==> config.mk <==
export PLATFORM = sky130hd
export DESIGN_NAME = c2p_front
export DESIGN_NICKNAME = d
export VERILOG_FILES = /design/src/rtl/c2p_pkg.sv /design/src/rtl/c2p_front.sv
export SDC_FILE = /design/constraint.sdc
export NUM_CORES = 1
export LEC_CHECK = 0
export ABC_AREA = 1
export BUFFER_PORTS_ARGS = -buffer_cell sky130_fd_sc_hd__buf_4
export CORE_MARGIN = 5
export CORE_UTILIZATION = 64
export CTS_CLUSTER_DIAMETER = 40
export DETAILED_ROUTE_END_ITERATION = 12
export PLACE_DENSITY = 0.84
export SLEW_MARGIN = 20
export SYNTH_ARGS = -nofsm -noshare
export SYNTH_HDL_FRONTEND = slang
export SYNTH_SLANG_ARGS = --single-unit
export TNS_END_PERCENT = 50
==> constraint.sdc <==
create_clock -name clk -period 6.7 [get_ports clk]
set_input_delay 1.34 -clock clk [delete_from_list [all_inputs] [get_ports clk]]
set_output_delay 1.34 -clock clk [all_outputs]
set_load 0.02 [all_outputs]
==> src/rtl/c2p_pkg.sv <==
// Shared types, constants and arctangent table for the cartesian to polar converter.
package c2p_pkg;

  // Arctangent table length and number of square root digit steps
  localparam int TABLE_LEN  = 24;
  localparam int SQRT_STEPS = 16;

  // CORDIC datapath widths: x/y carry |v| << 16 plus gain headroom, z is signed
  localparam int CW = 35;
  localparam int ZW = 33;

  // Binary angle constants, 2^32 is a full turn
  localparam logic [31:0] QUARTER_TURN = 32'h4000_0000;
  localparam logic [31:0] HALF_TURN    = 32'h8000_0000;
  localparam logic [31:0] ROUND_HALF   = 32'h0000_8000;

  typedef logic [31:0] atan_table_t [TABLE_LEN];

  // atan(2^-i) in 32-bit binary angle units, rounded to nearest
  localparam atan_table_t ATAN_TURNS = '{
    32'd536870912, 32'd316933406, 32'd167458907, 32'd85004756,
    32'd42667331,  32'd21354465,  32'd10679838,  32'd5340245,
    32'd2670163,   32'd1335087,   32'd667544,    32'd333772,
    32'd166886,    32'd83443,     32'd41722,     32'd20861,
    32'd10430,     32'd5215,      32'd2608,      32'd1304,
    32'd652,       32'd326,       32'd163,       32'd81
  };

  // Payload carried down the rotation / square root pipeline
  typedef struct packed {
    logic signed [CW-1:0] cx;
    logic signed [CW-1:0] cy;
    logic signed [ZW-1:0] z;
    logic [31:0]          rem;
    logic [31:0]          root;
    logic                 x_neg;
    logic                 x_zero;
    logic                 y_neg;
    logic                 y_zero;
  } c2p_data_t;

endpackage

==> src/rtl/c2p_front.sv <==
// Input stages: capture, absolute values and squares, CORDIC and root seeds.
module c2p_front
  import c2p_pkg::*;
(
  input  logic               clk,
  input  logic               rst,
  input  logic               en,
  input  logic               in_valid,
  input  logic signed [15:0] x_coord,
  input  logic signed [15:0] y_coord,
  output logic               out_valid,
  output c2p_data_t          out_data
);

  logic signed [15:0] x_r;
  logic signed [15:0] y_r;
  logic               v0;

  logic signed [31:0] xsq_full;
  logic signed [31:0] ysq_full;
  logic [15:0]        ax_next;
  logic [15:0]        ay_next;

  logic [31:0] xsq;
  logic [31:0] ysq;
  logic [15:0] ax;
  logic [15:0] ay;
  logic        x_neg;
  logic        x_zero;
  logic        y_neg;
  logic        y_zero;
  logic        v1;

  c2p_data_t seed;

  // valid bits
  always_ff @(posedge clk) begin
    if (rst) begin
      v0        <= 1'b0;
      v1        <= 1'b0;
      out_valid <= 1'b0;
    end else if (en) begin
      v0        <= in_valid;
      v1        <= v0;
      out_valid <= v1;
    end
  end

  // stage 0: capture the word
  always_ff @(posedge clk) begin
    if (en) begin
      x_r <= x_coord;
      y_r <= y_coord;
    end
  end

  // stage 1: squares and magnitudes of each axis
  assign xsq_full = x_r * x_r;
  assign ysq_full = y_r * y_r;
  assign ax_next  = x_r[15] ? (16'd0 - $unsigned(x_r)) : $unsigned(x_r);
  assign ay_next  = y_r[15] ? (16'd0 - $unsigned(y_r)) : $unsigned(y_r);

  always_ff @(posedge clk) begin
    if (en) begin
      xsq    <= $unsigned(xsq_full);
      ysq    <= $unsigned(ysq_full);
      ax     <= ax_next;
      ay     <= ay_next;
      x_neg  <= x_r[15];
      x_zero <= (x_r == 16'sd0);
      y_neg  <= y_r[15];
      y_zero <= (y_r == 16'sd0);
    end
  end

  // stage 2: sum of squares feeds the root, |x|,|y| << 16 feed the rotator
  always_comb begin
    seed.cx     = $signed({3'b000, ax, 16'h0000});
    seed.cy     = $signed({3'b000, ay, 16'h0000});
    seed.z      = '0;
    seed.rem    = xsq + ysq;
    seed.root   = '0;
    seed.x_neg  = x_neg;
    seed.x_zero = x_zero;
    seed.y_neg  = y_neg;
    seed.y_zero = y_zero;
  end

  always_ff @(posedge clk) begin
    if (en) begin
      out_data <= seed;
    end
  end

endmodule

# After elaboration in Yosys (flattened, before gate mapping)
# Cells that the tools add are included.
# word_totals
regBits,203
in_bits,36
output_inout_bits,172
elab_cells,31
# classes
add_sub_neg,3
n_mul,2
muxes,2
n_reduce_logical,2
# op_table
operator,count
multiplier 16 x 16 -> 32 bit,2
adder 32 bit,1
zero test 16 bit,2
"subtractor 1 x 16 -> 16 bit, first input constant",2
2-to-1 mux 15 bit,2

# Depth between registers and ports, before layout
# logic_depth
ltp_word,2
mapped_depth,27
mapped_depth_nobuf,25

# Worst setup path before layout
# No wires, ideal clock.
# synth_path
path_type,register to register
start,register y_r[1]
end,"register ysq[31], data pin"
setup_time_ps,252
arrival_time_ps,5402
required_ps,6448
setup_slack_ps,1046
stages_incl_launch_ff,24
n_path_buf,2
period_less_slack_ps,5654
path_cell_list,edfxtp_1 > buf_2 > clkbuf_1 > nand2_1 > inv_1 > fa_1 > fa_1 > fa_1 > fa_1 > fa_1 > inv_1 > fa_1 > inv_1 > ha_1 > nand2_2 > inv_1 > nand2_1 > nor3_1 > and2_1 > nand2_1 > inv_1 > nor2_1 > nand2_1 > nand2_1
# synth_via
elab_chain_cells,1
# synth_lines
element,line,rtl
start: declaration,c2p_front.sv:16,logic signed [15:0] y_r;
start signal: assignment,c2p_front.sv:53,y_r <= y_coord;
multiplier 16 x 16 -> 32 bit,c2p_front.sv:59,assign ysq_full = y_r * y_r;
net ysq_full[31],c2p_front.sv:20,logic signed [31:0] ysq_full;
end signal: assignment,c2p_front.sv:66,ysq <= $unsigned(ysq_full);
end: declaration,c2p_front.sv:25,logic [31:0] ysq;
# The timed path passes the listed nets, and every way through them passes these cells.
# A chain may end at the register's enable or synchronous reset.

# Worst setup path after layout
# layout_path
start,register y_r[4]
end,"register ysq[28], data pin"
# Same word-level chain as after synthesis.

==> results.yml <==
run_status:
  status: "completed"
timing:
  rsz0062_at_grt: "no"
  fmax_mhz: 159
  setup_viol: 0
  slew_violations: 0
  period_minus_slack_ns: 6.30
  fin_setup_tns_ns: 0
  hold_viol_final: 0
  relSlewSlack_pct: 36.4
  tightestPinTransition_ns: 0.955
  period_share_pct: 94.0
  skew_ns: 0.0109
global_route:
  grt_pass1_vias: 21979
  grt_usage_pct: 26.6
  grt_overflow: 0
  grt_pass1_wl_um: 107000
  grt_start_max_net_pins: 104
  antenna_found_initial: 0
detailed_routing:
  wl_met3_um: 5420
  drc_errors: 0
  routed.top_layer: "met4"
  routed-wl-met2_um: 31000
  met1_length_um: 26100
  drt-initial-drc-count: 1834
  wl_per_cell_um: 15.7
  vias: 21370
  vias_per_cell: 5.21
  ant_nets: 0
  routed_wl_um: 64200
  first_pass_iters: 5
layout:
  n_antenna_cell: 0
  nets: 4210
  drive_gt1_share_pct: 6.46
  instances_no_fill: 4100
  syn_to_final_growth_pct: 5.31
  fillers: 3502
logic_synthesis:
  synth_commonest_cells: "inv_1, nand2_1, fa_1"
  synth_edf_count: 196
  synth.distinct_cells: 42
  yosys.area.top_type: "fa_1"
  syn_area_per_cell_um2: 8.60
  async_reset_ff_share_pct: 0
  yosysTopAreaCellShare_pct: 32.1
  yosysMostFrequentCell: "inv_1"
  synth_area_leaders: "fa_1, edfxtp_1, inv_1, nand2_1, ha_1"
  yosysSeqAreaShare_pct: 20.3
  syn-instance-count: 3406
  ys_warn_count: 0
  synth-main-ff-cell: "edfxtp_1"
  ys_seq_elements: 199
  syn_area_mm2: 0.0293
worst_setup_path:
  required_ns: 6.96
  critPathSlowestCell: "fa_1"
  critPathBufInv: 4
  crit_type: "flop to flop"
  cp_max_fo: 13
  rrSetupSlack_ns: 0.40
  slowest_delay_ns: 0.84
  startpoint_type: "flop"
  end_kind: "flop"
  cpMostUsedCell: "fa_1"
  path_cells: "nand2_1 > fa_1 > inv_1 > fa_1 > fa_1 > fa_1 > fa_1 > inv_1 > fa_1 > inv_1 > ha_1 > nand2_1 > nor2_1 > nand2_1 > inv_1 > nand3_1 > nand4_1 > nand2_1"
  worst_ep_arrival_time_ns: 6.56
  cp_top_family: "adder cells"
cts:
  cts_resized: 0
  hold_buffers: 0
  clock_latency_ns: 0.49
  post_cts.repair.setup_buffers: 0
  cts_max_path_buffers: 2
  clock_sinks: 199
  path_clk_slew_ns: 0.08
  root_buffer: "clkbuf_16"
  numCtsBuffers: 17
  cts_tree: "done"
  h-tree-depth: 4
run:
  drv_cap: 0
floorplanning:
  die_height_um: 224
  die_area_mm2: 0.0501
  initial_core_util_pct: 64.7
  core_region_area_mm2: 0.0453
  pin_count: 208
  die_x_um: 224
  fp-row-count: 78
worst_hold_path:
  min_path_type: "flop to flop"
placement:
  dp.cells: 4068
  port_buffers: 104
  dp_hpwl_um: 53900
  gp_congestion: 0.945
-- kinds of logic (layout without fill, tap and decap cells) --
logic type / count (synthesis) / in the layout / share of synthesized area, %
simple gates: 1160 / 1160 / 16.5
fa+ha+maj: 687 / 687 / 41.4
other cells: 1 / 103 / 0.0128
xor+xnor: 102 / 102 / 3.05
compound gates: 150 / 150 / 2.94
flops: 199 / 199 / 20.3
buf+inv: 1107 / 1099 / 15.8
-- registers in the layout (all words and copies together), names as in the netlist, 15 cells and up --
signal / flops
out_data: 68
ay: 15
ysq: 31
xsq: 31
y_r: 16
x_r: 16
ax: 15
-- metrics by stage --
stage | cell area (um^2) | utilization (%) | hold WS, ns | worst slack [ns]
CTS | 30800 | 68.1 | 0.420 | 0.537
global placement | 30300 | 66.9 | 0.401 | 0.704
floorplan | 29700 | - | 0.400 | 1.05
global route | 30800 | 68.1 | 0.427 | 0.178
detailed placement | 30300 | 66.9 | 0.405 | 0.576
finish | 30800 | 68.1 | 0.415 | 0.400
-- path summary, 6_finish.rpt --
check | from | end | depth (start not counted)
worst min register to register | ax[11] | out_data[163] | 0
worst min-delay path | ax[11] | out_data[163] | 0
worst max-delay path | y_r[4] | ysq[28] | 18
worst max register to register | y_r[4] | ysq[28] | 18
-- area by class of cell --
type	count	area, um^2	share of cell area, %
well taps	600	751	2.43
clock inverters	14	116	0.377
clock buffers	18	429	1.39
multi-input cells	2202	19100	61.9
inverters	934	3510	11.4
repair buffers	133	1000	3.26
flip-flops and latches	199	5950	19.3
-- metal layers --
layer  vias up  global-route usage (%)
li1      10028                       -
met1     10303                    36.4
met2       899                    43.7
met3       140                    4.51
met4         0                    8.87
met5         -                       0
-- placed cells by master (no fill, tap or decap), drive strengths merged --
master,count
nor2,163
o21a,3
nor3b,1
a21o,4
a31o,3
clkbuf,19
a21oi,81
nand2,809
o21ai,30
conb,103
xor2,86
or2,4
nand3,112
o211ai,1
fa,469
clkinv,6
inv,940
nand4,34
dfxtp,3
nor4,2
buf,132
ha,218
nand3b,7
o21bai,26
xnor2,16
clkinvlp,2
and2,6
a31oi,2
nor3,22
edfxtp,196
Power is left out: the tool's default activity adds up to more than one toggle a clock period on the data nets, which glitch-free logic cannot reach.
