--- config.mk ---
export PLATFORM = sky130hd
export DESIGN_NAME = c2p_back
export DESIGN_NICKNAME = d
export VERILOG_FILES = /design/src/rtl/c2p_pkg.sv /design/src/rtl/c2p_back.sv
export SDC_FILE = /design/constraint.sdc
export NUM_CORES = 1
export LEC_CHECK = 0
export BUFFER_PORTS_ARGS = -buffer_cell sky130_fd_sc_hd__buf_4
export CORE_AREA = 3 3 87 89
export DETAILED_ROUTE_END_ITERATION = 12
export DIE_AREA = 0 0 90 92
export HOLD_SLACK_MARGIN = 0.08
export PLACE_DENSITY = 0.86
export SLEW_MARGIN = 20
export SYNTH_ARGS = -nofsm -noshare
export SYNTH_HDL_FRONTEND = slang
export SYNTH_SLANG_ARGS = --single-unit
--- constraint.sdc ---
create_clock -name clk -period 4.9 [get_ports clk]
set_input_delay 0.245 -clock clk [delete_from_list [all_inputs] [get_ports clk]]
set_output_delay 0.245 -clock clk [all_outputs]
set_load 0.05 [all_outputs]
--- src/rtl/c2p_pkg.sv ---
// Shared types, constants and arctangent table for the cartesian to polar converter.
package c2p_pkg;

  // Arctangent table length and number of square root digit steps
  localparam int TABLE_LEN  = 24;
  localparam int SQRT_STEPS = 16;

  // CORDIC datapath widths: x/y carry |v| << 16 plus gain headroom, z is signed
  localparam int CW = 35;
  localparam int ZW = 33;

  // Binary angle constants, 2^32 is a full turn
  localparam logic [31:0] QUARTER_TURN = 32'h4000_0000;
  localparam logic [31:0] HALF_TURN    = 32'h8000_0000;
  localparam logic [31:0] ROUND_HALF   = 32'h0000_8000;

  typedef logic [31:0] atan_table_t [TABLE_LEN];

  // atan(2^-i) in 32-bit binary angle units, rounded to nearest
  localparam atan_table_t ATAN_TURNS = '{
    32'd536870912, 32'd316933406, 32'd167458907, 32'd85004756,
    32'd42667331,  32'd21354465,  32'd10679838,  32'd5340245,
    32'd2670163,   32'd1335087,   32'd667544,    32'd333772,
    32'd166886,    32'd83443,     32'd41722,     32'd20861,
    32'd10430,     32'd5215,      32'd2608,      32'd1304,
    32'd652,       32'd326,       32'd163,       32'd81
  };

  // Payload carried down the rotation / square root pipeline
  typedef struct packed {
    logic signed [CW-1:0] cx;
    logic signed [CW-1:0] cy;
    logic signed [ZW-1:0] z;
    logic [31:0]          rem;
    logic [31:0]          root;
    logic                 x_neg;
    logic                 x_zero;
    logic                 y_neg;
    logic                 y_zero;
  } c2p_data_t;

endpackage

--- src/rtl/c2p_back.sv ---
// Output stage: angle clamp, quadrant fold, rounding and the output register.
module c2p_back
  import c2p_pkg::*;
(
  input  logic        clk,
  input  logic        rst,
  input  logic        en,
  input  logic        in_valid,
  input  c2p_data_t   in_data,
  output logic        out_valid,
  output logic [15:0] magnitude,
  output logic [15:0] angle
);

  logic [31:0] theta;
  logic [31:0] phi;
  logic [31:0] phi_rnd;
  logic [31:0] mag_sum;
  logic        x_ge;
  logic        x_le;
  logic        y_ge;
  logic        y_le;

  // first-quadrant angle; axis cases bypass the rotator
  always_comb begin
    if (in_data.x_zero) begin
      theta = QUARTER_TURN;
    end else if (in_data.y_zero) begin
      theta = '0;
    end else if (in_data.z < 0) begin
      theta = '0;
    end else if (in_data.z > $signed({1'b0, QUARTER_TURN})) begin
      theta = QUARTER_TURN;
    end else begin
      theta = in_data.z[31:0];
    end
  end

  // quadrant fold; on shared boundaries the fourth quadrant rule wins, then third
  assign x_ge = ~in_data.x_neg;
  assign x_le = in_data.x_neg | in_data.x_zero;
  assign y_ge = ~in_data.y_neg;
  assign y_le = in_data.y_neg | in_data.y_zero;

  always_comb begin
    if (x_ge && y_le) begin
      phi = 32'd0 - theta;
    end else if (x_le && y_le) begin
      phi = HALF_TURN + theta;
    end else if (x_le && y_ge) begin
      phi = HALF_TURN - theta;
    end else begin
      phi = theta;
    end
  end

  assign phi_rnd = phi + ROUND_HALF;
  // round the root up when the remainder exceeds it
  assign mag_sum = in_data.root + ((in_data.rem > in_data.root) ? 32'd1 : 32'd0);

  always_ff @(posedge clk) begin
    if (rst) begin
      out_valid <= 1'b0;
    end else if (en) begin
      out_valid <= in_valid;
    end
  end

  always_ff @(posedge clk) begin
    if (en) begin
      magnitude <= mag_sum[15:0];
      angle     <= phi_rnd[31:16];
    end
  end

endmodule

* Yosys cells after proc, flatten, opt, wreduce, memory -nomap -nowiden
Cells that the tools add are included.
Cells by class: magnitude comparators 3, eq/ne operators 0, add/subtract/negate cells 5, bitwise logic cells 4, multiply operators 0, divide/modulo/power cells 0, shift-type cells 0, reductions and logical operators 3, mux-type cells 8
Operators with widths (count):
- 32-bit 2-to-1 mux | 7
- 33-bit by 32-bit > comparator with 1-bit output (second input constant) | 1
- 33-bit by 1-bit less-than comparator with 1-bit output (second input constant) | 1
- 32-bit by 16-bit adder with 32-bit output (second input constant) | 1
- 32-bit adder (first input constant) | 1
- 32-bit > comparator | 1
- 1-bit by 32-bit subtractor with 32-bit output (first input constant) | 1
- 32-bit subtractor (first input constant) | 1
- 16-bit by 1-bit adder with 16-bit output | 1
- 1-bit logical AND | 3
- 1-bit inverter | 2
- 1-bit OR | 2
- 1-bit 2-to-1 mux | 1
Storage, ports and cells: memory bits (writable) 0, register bits after elaboration 33, latch bits 0, logic and storage cells 26, output and inout bits 33, memories kept 0, ROM bits 0

* Depth between registers and ports, before layout
word-level depth 10, gate-level depth with buffers 15, mapped depth without buffers 15

* Worst setup path before layout
OpenSTA, ideal clock, no wires.
kind input -> register, from in in_data[90] (netlist bit), to reg angle[3] (data pin), library setup time 0.266 ns, path slack 1.889 ns, arrival 2.745 ns, stages 14, path through clkbuf_1 nor4_1 and4_4 nand2_2 a211o_1 buf_6 clkbuf_1 nor2_1 ha_1 inv_1 maj3_1 a22oi_1 xor2_1 nor2_1
Between the ends: longest elaborated chain between the ends 10
Ends and longest elaborated chain:
- from (decl) | RTL line c2p_back.sv:9 | input c2p_data_t in_data,
- 33-bit by 32-bit > comparator with 1-bit output | RTL line c2p_back.sv:32 | end else if (in_data.z > $signed({1'b0, QUARTER_TURN})) begin
- 32-bit 2-to-1 mux | RTL line c2p_back.sv:32
- 32-bit 2-to-1 mux * | RTL line c2p_back.sv:30 | end else if (in_data.z < 0) begin
- 32-bit 2-to-1 mux * | RTL line c2p_back.sv:28 | end else if (in_data.y_zero) begin
- 32-bit 2-to-1 mux * | RTL line c2p_back.sv:26 | if (in_data.x_zero) begin
- 32-bit subtractor | RTL line c2p_back.sv:51 | phi = HALF_TURN - theta;
- 32-bit 2-to-1 mux | RTL line c2p_back.sv:50 | end else if (x_le && y_ge) begin
- 32-bit 2-to-1 mux | RTL line c2p_back.sv:48 | end else if (x_le && y_le) begin
- 32-bit 2-to-1 mux * | RTL line c2p_back.sv:46 | if (x_ge && y_le) begin
- 32-bit by 16-bit adder with 32-bit output * | RTL line c2p_back.sv:57 | assign phi_rnd = phi + ROUND_HALF;
- via phi_rnd[19] | RTL line c2p_back.sv:17 | logic [31:0] phi_rnd;
- to (signal assigned) | RTL line c2p_back.sv:72 | angle <= phi_rnd[31:16];
- to (decl) | RTL line c2p_back.sv:12 | output logic [15:0] angle
The timed path passes the listed nets; every way through them passes the cells marked *. A chain may end at the register's enable or synchronous reset.

* Worst setup path in the final report
from in in_data[68] (netlist bit), to reg angle[3] (data pin)
Same word-level chain as after synthesis.

==> flow_summary_export.csv <==
group,metric,value,unit
outcome,status,"complete, no violations",
setup_path,path_cells,"buf_4 -> nor4_2 -> and4_1 -> nand2_2 -> a211o_1 -> nor2_1 -> ha_1 -> inv_1 -> maj3_1 -> a22oi_1 -> xor2_1 -> nor2_1",
die,pin_count,208,
cts,cts_setup_buffers,0,
setup_path,cp-start-kind,"input port",
setup_path,critPathRequiredTime,4910,ps
setup_path,crit_type,"in2reg",
drt,vias,3094,
logic_synthesis,synth.top_cell.area_share,29.78,%
setup_path,path_max_fanout,18,
placed_design,place_ws,1453,ps
global_routing,grt_max_degree,34,
sta,fin_skew,0,ps
logic_synthesis,yosysMostFrequentCell,"nor2_1",
logic_synthesis,synth-edff-count,32,
logic_synthesis,ys_ff_latch,33,
cts,holdBufCountCts,0,
setup_path,path_buf_inv,2,
sta,hold_viol,0,
global_routing,grt_overflow,0,
layout,areaGrowthSynthToFinish,36.02,%
drt,drt-total-wl,8530,µm
cts,htreeDepth,2,
power,p_leak,2.002,nW
die,dieWidth,90,µm
drt,postRouteAntennaNets,0,
logic_synthesis,syn_area,0.003227,mm²
placed_design,place_hpwl,7162,µm
die,core,0.006832,mm²
sta,clock.fmax,0.3171,GHz
worst_hold_path,hold_depth,2,
setup_path,ff2ff_path_depth,2,
logic_synthesis,netlist_instances,354,
global_routing,antenna_found_initial,0,
logic_synthesis,ys_top_cells_by_count,"nor2_1 (37), ha_1 (35), inv_1 (34)",
sta,setup_viol,0,
placed_design,routabilityCongestion,0.9201,
setup_path,cpMostUsedCell,"nor2_1",
sta,maxSlewViolCount,0,
logic_synthesis,ys_warn_count,0,
drt,route.detailed.drc,0,
sta,fin_crit_sh,64.36,%
setup_path,crit_family,"simple AND/OR/NAND/NOR gates",
drt,detail_route.wl_per_cell,14.61,µm
placed_design,port_buffers,137,
flow_run,cap_violations,0,
global_routing,grt_pass1_vias,3059,
global_routing,grt.total_usage,19.92,%
cts,clk_pin_slew,70,ps
logic_synthesis,syn_area_per_cell,9.115,µm²
layout,nets,697,
setup_path,cpMaxStageDelayCell,"a211o_1",
sta,setup_slack,1746,ps
sta,rsz0062_at_grt,"false",
logic_synthesis,ys_async_sr_fraction,0,%
power,irDropWorstVdd,0.1092,mV
setup_path,worstPathArrival,3160,ps
cts,ctsRootBufferMaster,"clkbuf_8",
logic_synthesis,syn-num-nets,564,
setup_path,critPathCaptureType,"flop",
logic_synthesis,seq_area_frac_synth,30.40,%
cts,cts_buffer_depth,2,
cts,cts_tree,"yes",
worst_hold_path,hp-class,"in2reg",
global_routing,grt_first_pass_wirelength,13680,µm
setup_path,worstSetupPathDepth,12,
sta,period_minus_slack,3154,ps
drt,drt_pass1_iterations,5,
power,power_density,197.5,mW/mm²
cts,cts.sinks,33,
drt,via_per_inst,5.298,
cts,cts-resized-gates,0,
layout,diodes,0,
die,dieArea,0.008280,mm²
cts,numCtsBuffers,5,
sta,setup_tns,0,ps
setup_path,max_stage_delay,590,ps
logic_synthesis,synth_ff_type,"edfxtp_1",
logic_synthesis,synth.area.top_cells,"edfxtp_1 (30%), ha_1 (14%), xnor2_1 (7.1%)",
cts,clock_latency,280,ps
die,core.rowCount,30,
logic_synthesis,synth_cell_type_count,59,
sta,tightest_slew,716.9,ps
sta,slew_headroom,52.21,%
die,start_util,47.23,%
layout,drive_gt1_share,33.61,%
drt,drt_iter0_markers,117,
logic_synthesis,netlist.top_cell.by_area,"edfxtp_1",
die,fp.dieH,92,µm
[sequential cells by signal, indices dropped and copies added (netlist names)]
signal,count
angle,16
magnitude,16
out_valid,1
[per-layer routing]
| metal | GRT usage, % | vias to the layer above | share of wire (%) |
|---|---|---|---|
| li1 | - | 1549 | - |
| met1 | 23.26 | 1413 | 40 |
| met2 | 37.09 | 120 | 52 |
| met3 | 3.610 | 12 | 6.2 |
| met4 | 5.740 | 0 | 1.7 |
| met5 | 0 | - | 0 |
[kinds of logic (layout without fill, tap and decap cells)]
logic type	Yosys count	count (layout)	share of synthesized area, %
DFF	33	33	30.40
and+or+nand+nor	145	145	25.24
AOI/OAI and AO/OA	54	54	13.11
buffers and inverters	45	179	6.204
xor gates and xnor gates	40	40	10.86
adders and majority gates	36	36	13.88
muxes	1	1	0.3102
[power breakdown]
group / switching (mW) / internal (mW) / total [mW]
clock network: 0.0965 / 0.0978 / 0.194
registers: 0.00613 / 0.333 / 0.339
logic: 0.192 / 0.141 / 0.334
[area by class of cell]
class | instances | area (µm²)
fillers | 579 | 2442
multi-input cells | 276 | 2046
inverters | 34 | 127.6
well taps | 96 | 120.1
repair buffers | 137 | 1028
clock buffers | 5 | 68.82
flip-flops and latches | 33 | 980.9
clock inverters | 3 | 17.52
[worst paths after layout]
check	end	slack, ps	startpoint
worst min-delay path	out_valid	110	rst
worst max-delay path	angle[3]	1750	in_data[68]
worst min register to register	out_valid	510	out_valid
worst max register to register	out_valid	4310	out_valid
[per-stage QoR]
step / hold WS (ps) / util (%) / area [µm²] / instances / power [mW]
floorplan: 317.4 / - / 3227 / 354 / 0.5388
global placement: 405.4 / 62.99 / 4303 / 576 / 0.6669
detailed placement: 405.9 / 62.99 / 4303 / 576 / 0.6777
CTS: 100.1 / 64.25 / 4389 / 584 / 0.8759
global route: 101.2 / 64.25 / 4389 / 584 / 0.9173
finish: 110.7 / 64.25 / 4389 / 584 / 0.8670
[layout by cell type, fill, tap and decap left out, drive strengths merged, types with 11 or more instances in the layout]
master,n
buf,137
nor2,37
ha,35
inv,34
edfxtp,32
nand2,27
xnor2,26
nand3,23
xor2,14
a21oi,12
nor4,12
nand4,11
Note: power is estimated with default switching activity, not from simulation.
